**src/hw/rtl/ipv4_lpm_ram.sv**
```systemverilog
// Generic simple dual-port RAM with one write port and a registered read port.
module ipv4_lpm_ram #(
   parameter int WIDTH = 8,
   parameter int DEPTH = 64,
   localparam int AW = (DEPTH > 1) ? $clog2(DEPTH) : 1
) (
   input  logic             clock,
   input  logic             wr_en,
   input  logic [AW-1:0]    wr_addr,
   input  logic [WIDTH-1:0] wr_data,
   input  logic             rd_en,
   input  logic [AW-1:0]    rd_addr,
   output logic [WIDTH-1:0] rd_data
);

   logic [WIDTH-1:0] mem_ff [DEPTH];
   logic [WIDTH-1:0] rd_data_ff;

   // Write port and registered read port.
   always_ff @(posedge clock) begin
      if (wr_en) begin
         mem_ff[wr_addr] <= wr_data;
      end
      if (rd_en) begin
         rd_data_ff <= mem_ff[rd_addr];
      end
   end

   assign rd_data = rd_data_ff;

endmodule
```
**config.mk**
```make
export PLATFORM = sky130hd
export DESIGN_NAME = ipv4_lpm_ram
export DESIGN_NICKNAME = d
export VERILOG_FILES = /design/src/hw/rtl/ipv4_lpm_ram.sv
export SDC_FILE = /design/constraint.sdc
export NUM_CORES = 1
export LEC_CHECK = 0
export CORE_MARGIN = 4
export CORE_UTILIZATION = 55
export DETAILED_ROUTE_END_ITERATION = 8
export DONT_BUFFER_PORTS = 1
export PLACE_DENSITY = 0.73
export SLEW_MARGIN = 20
export SYNTH_ARGS = -nofsm -noshare
export SYNTH_HDL_FRONTEND = slang
export SYNTH_SLANG_ARGS = --single-unit
export TNS_END_PERCENT = 100
```
**constraint.sdc**
```tcl
create_clock -name clock -period 4.4 [get_ports clock]
set_input_delay 0.44 -clock clock [delete_from_list [all_inputs] [get_ports clock]]
set_output_delay 0.44 -clock clock [all_outputs]
set_load 0.01 [all_outputs]
```
After elaboration in Yosys (flattened, before gate mapping)
Memories as Yosys holds them, arrays and structs flattened. A register that Yosys moved wholly into a read port is not among the register bits.
Cells that the tools add are included.
{"block": "word_totals", "ff_bits": 0, "mem_bits_rw": 512, "input_bits": 23, "out_inout_bits": 8, "word_cells": 3, "memories": 1}
{"memory": "mem_ff", "depth": 64, "word_bits": 8, "rd": 1, "rd_clocked_by_memory_dff": 1, "wr": 1, "line_no": "16", "rtl": "logic [WIDTH-1:0] mem_ff [DEPTH];"}
{"block": "op_classes", "mux": 2}
{"op": "two-way mux 1 bit", "n": 2}

Depth between registers and ports, before layout
{"block": "depth", "ltp_word": 2, "mapped_depth": 9, "depth_no_buf": 5}

Worst setup path before layout
No wires, ideal clock.
{"block": "synth_path", "path_type": "input port to flip-flop", "start": "input port rd_addr[1]", "end": "register rd_data_ff[3], in the netlist rd_data[3] (read register of mem_ff) (data pin)", "t_arrival_ns": 1.980, "required_ns": 4.134, "slack_ns": 2.154, "cell_stages": 7, "path_buffers": 3, "path_cell_list": "buf_4 > buf_2 > buf_2 > mux4_2 > mux4_2 > o21ai_1 > o41ai_1"}
{"item": "start, declared", "line_no": "12", "rtl": "input logic [AW-1:0] rd_addr,"}
{"item": "end, declared", "line_no": "17", "rtl": "logic [WIDTH-1:0] rd_data_ff;"}

==> flow_metrics.py <==
metrics = {
    "routing": {
        "routedWlPerCell_um": 29.27,
        "drt_iter0_markers": 1249,
        "drtAntennaViolNets": 0,
        "drt-total-wl_um": 42570,
        "vias": 9503,
        "via_per_inst": 6.536,
        "drc_errors": 0,
        "dr.pass1.iters": 5,
    },
    "placed_design": {
        "dpl.cell_count": 1359,
        "io_buffers": 0,
        "dp_hpwl_um": 23850,
        "gp_congestion": 0.8309,
    },
    "power": {
        "p_per_area_nw_per_um2": 441.8,
        "ir_worst_vdd_mv": 0.2638,
        "power.total_mw": 9.828,
        "power.internal_mw": 7.900,
        "power_switching_mw": 1.928,
        "p_sw_share_pct": 19.62,
        "seqPwrFrac_pct": 56.1,
        "p_clk_share_pct": 40.0,
        "combPwrFrac_pct": 3.9,
        "p_leak_nw": 6.807,
    },
    "floorplan": {
        "coreArea_um2": 36430,
        "die_w_um": 199.9,
        "start_util_pct": 55.57,
        "die_h_um": 199.9,
        "fp-row-count": 70,
        "design.die.area_um2": 39950,
        "io_pins": 31,
    },
    "global_routing": {
        "grt_usage_pct": 21.86,
        "grt_max_degree": 138,
        "grt_overflow": 0,
        "antenna_found_initial": 0,
        "grt_pass1_wl_um": 63970,
        "grt_pass1_vias": 9586,
    },
    "synth": {
        "syn-num-nets": 963,
        "syn_inst": 940,
        "synth_top_area_share_pct": 77.12,
        "ys_warn_count": 0,
        "synth_area_leaders": "edfxtp_1 (77%), mux4_2 (14%), nor2_1 (1.5%), mux2i_1 (1.1%), mux2_2 (0.72%)",
        "synth-seq-area-share_pct": 77.12,
        "ys_ff_latch": 520,
        "synth.avg_cell_area_um2": 21.54,
        "yosysUniqueCellTypes": 39,
        "yosys.area.top_type": "edfxtp_1",
        "synth_area_um2": 20250,
    },
    "finish": {
        "n_fill_cell": 2471,
        "syn_to_final_growth_pct": 9.863,
        "multi_input_area_um2": 4315,
        "finalNetCount": 976,
        "drive_gt1_share_pct": 21.70,
        "finalNonFillerCells": 1454,
        "seqCellArea_um2": 15620,
        "utilization_pct": 61.05,
        "antenna_cells": 0,
    },
    "worst_setup_path": {
        "crit_chain": "mux4_2 > mux2_2 > o221a_2 > nor3_1 > o32ai_1",
        "critPathTopFamily": "multiplexers",
        "critical_path.max_fanout": 1,
        "cpMaxStageDelayCell": "mux4_2",
        "path_buf_inv": 0,
        "cp-end-kind": "register",
        "critPathLaunchType": "register",
        "worst-setup-path-type": "register to register",
        "worstPathArrival_ps": 2560,
        "max_stage_delay_ps": 480,
        "required_ps": 4670,
    },
    "timing": {
        "rsz0062_at_grt": "no",
        "post-route-min-period_ps": 2291,
        "fin_crit_sh_pct": 52.06,
        "slew_viol_final": 0,
        "setup_viol": 0,
        "hold_viol": 0,
        "clock_skew_ps": 14.40,
        "worst_pin_slew_ps": 986.5,
        "finalSetupTns_ps": 0,
        "relSlewSlack_pct": 34.01,
        "fmax_mhz": 436.6,
        "whs_ps": 112.1,
    },
    "clock_tree": {
        "h-tree-depth": 2,
        "clk_pin_slew_ps": 60,
        "cts_buffers": 50,
        "clk-insertion-delay-late_ps": 560,
        "clock-root-buffer": "clkbuf_16",
        "cts_tree": "built",
        "clock_path_buffers": 3,
        "cts-resized-gates": 0,
        "clock_sinks": 520,
    },
    "min_path": {
        "min_path_type": "primary input to register",
    },
    "run_status": {
        "status": "complete, no violations",
    },
    "run": {
        "cap_violations": 0,
    },
}
## area by class of cell
type                    instances  area share (%)
multi-input cells             369           19.40
clock buffers                  61           5.906
well taps                     468           2.632
flip-flops and latches        520           70.20
clock inverters                24          0.7481
repair buffers                 12           1.114
## Yosys cell counts (all sizes together)
cell and instances:
o41ai 2, o221ai 8, a211oi 4, buf 34, edfxtp 520, nand2 19
o32ai 2, nand4b 1, nand3 13, o2bb2ai 3, o22ai 8, or3 1
o21a 2, a21oi 3, nor2b 14, a2111oi 2, nand2b 7, and2 1
o21ai 4, mux2 13, a22oi 3, nand4 2, a221oi 6, mux4 126
o2111ai 3, clkbuf 17, nor4 2, nor2 83, nand3b 3, a31oi 1
o221a 2, mux2i 23, nor3 7, o311ai 1
## flip-flops by register name, summed over array words and instances (netlist names)
name,flops
rd_data,8
mem_ff,512
## through the flow
| stage | instance area, um2 | setup WS (ps) |
|---|---|---|
| after global placement | 20530 | 2012 |
| final | 22240 | 2109 |
| after detailed placement | 20530 | 1999 |
| after global routing | 22240 | 2041 |
| after floorplan | 20250 | 2154 |
| after CTS | 22240 | 2084 |
## per-layer routing
layer	part of all wire, %	up-vias	GRT usage (%)	routed length, um
met5	0	-	0	0
met4	2.9	0	6.591	1231
met3	8.5	73	4.196	3600
met2	47	480	32.83	20140
met1	41	4997	33.58	17590
li1	-	3953	-	-
## worst reg2reg max path, cell delays in order (launching register included)
cell	delay [ps]
edfxtp_1	380
mux4_2	480
mux2_2	300
o221a_2	280
nor3_1	350
o32ai_1	210
## final timing paths
check | from | slack (ps) | depth (start not counted) | end
worst min register to register | mem_ff[34][2] | 920 | 4 | rd_data[2]
worst min-delay path | rd_addr[5] | 110 | 1 | rd_data[3]
worst max register to register | mem_ff[29][6] | 2110 | 5 | rd_data[6]
worst max-delay path | mem_ff[29][6] | 2110 | 5 | rd_data[6]
## layout by cell type (no fill, tap or decap), types with 3 or more instances in the layout
master	synthesis	layout
buf_16	0	7
nand3b_1	3	3
mux2i_1	23	23
clkbuf_1	17	10
clkinv_1	0	12
mux4_2	126	126
o221ai_1	8	8
o2111ai_1	3	3
a221oi_1	6	6
nor2_1	83	83
nor2b_1	14	14
nor3_1	7	7
nand2b_1	7	7
o22ai_1	8	8
nand2_1	19	19
a21oi_1	3	3
clkinv_2	0	7
edfxtp_1	520	520
mux2_2	13	13
o2bb2ai_1	3	3
clkbuf_16	0	51
a211oi_1	4	4
a22oi_1	3	3
nand3_1	13	13
## what timing repair did
item / CTS / global route
endpoints found under the hold margin: 503 / 0
hold buffers: 10 / 0
setup buffers: 0 / 0
## cells by family after synthesis
kind of cell | synth area share [%]
muxes | 15.88
AOI/OAI and AO/OA | 2.064
buffers and inverters | 1.563
and+or+nand+nor | 3.374
DFF | 77.12
## power groups by stage
stage               combinational (mW)  sequential (mW)  clock [mW]
global placement                 0.276             5.62           0
CTS                              0.384             5.51        3.98
finish                           0.382             5.51        3.93
global route                     0.404             5.51        4.20
detailed placement               0.278             5.62           0
floorplan                        0.292             5.61           0
Power figures use the tool's default switching activity.
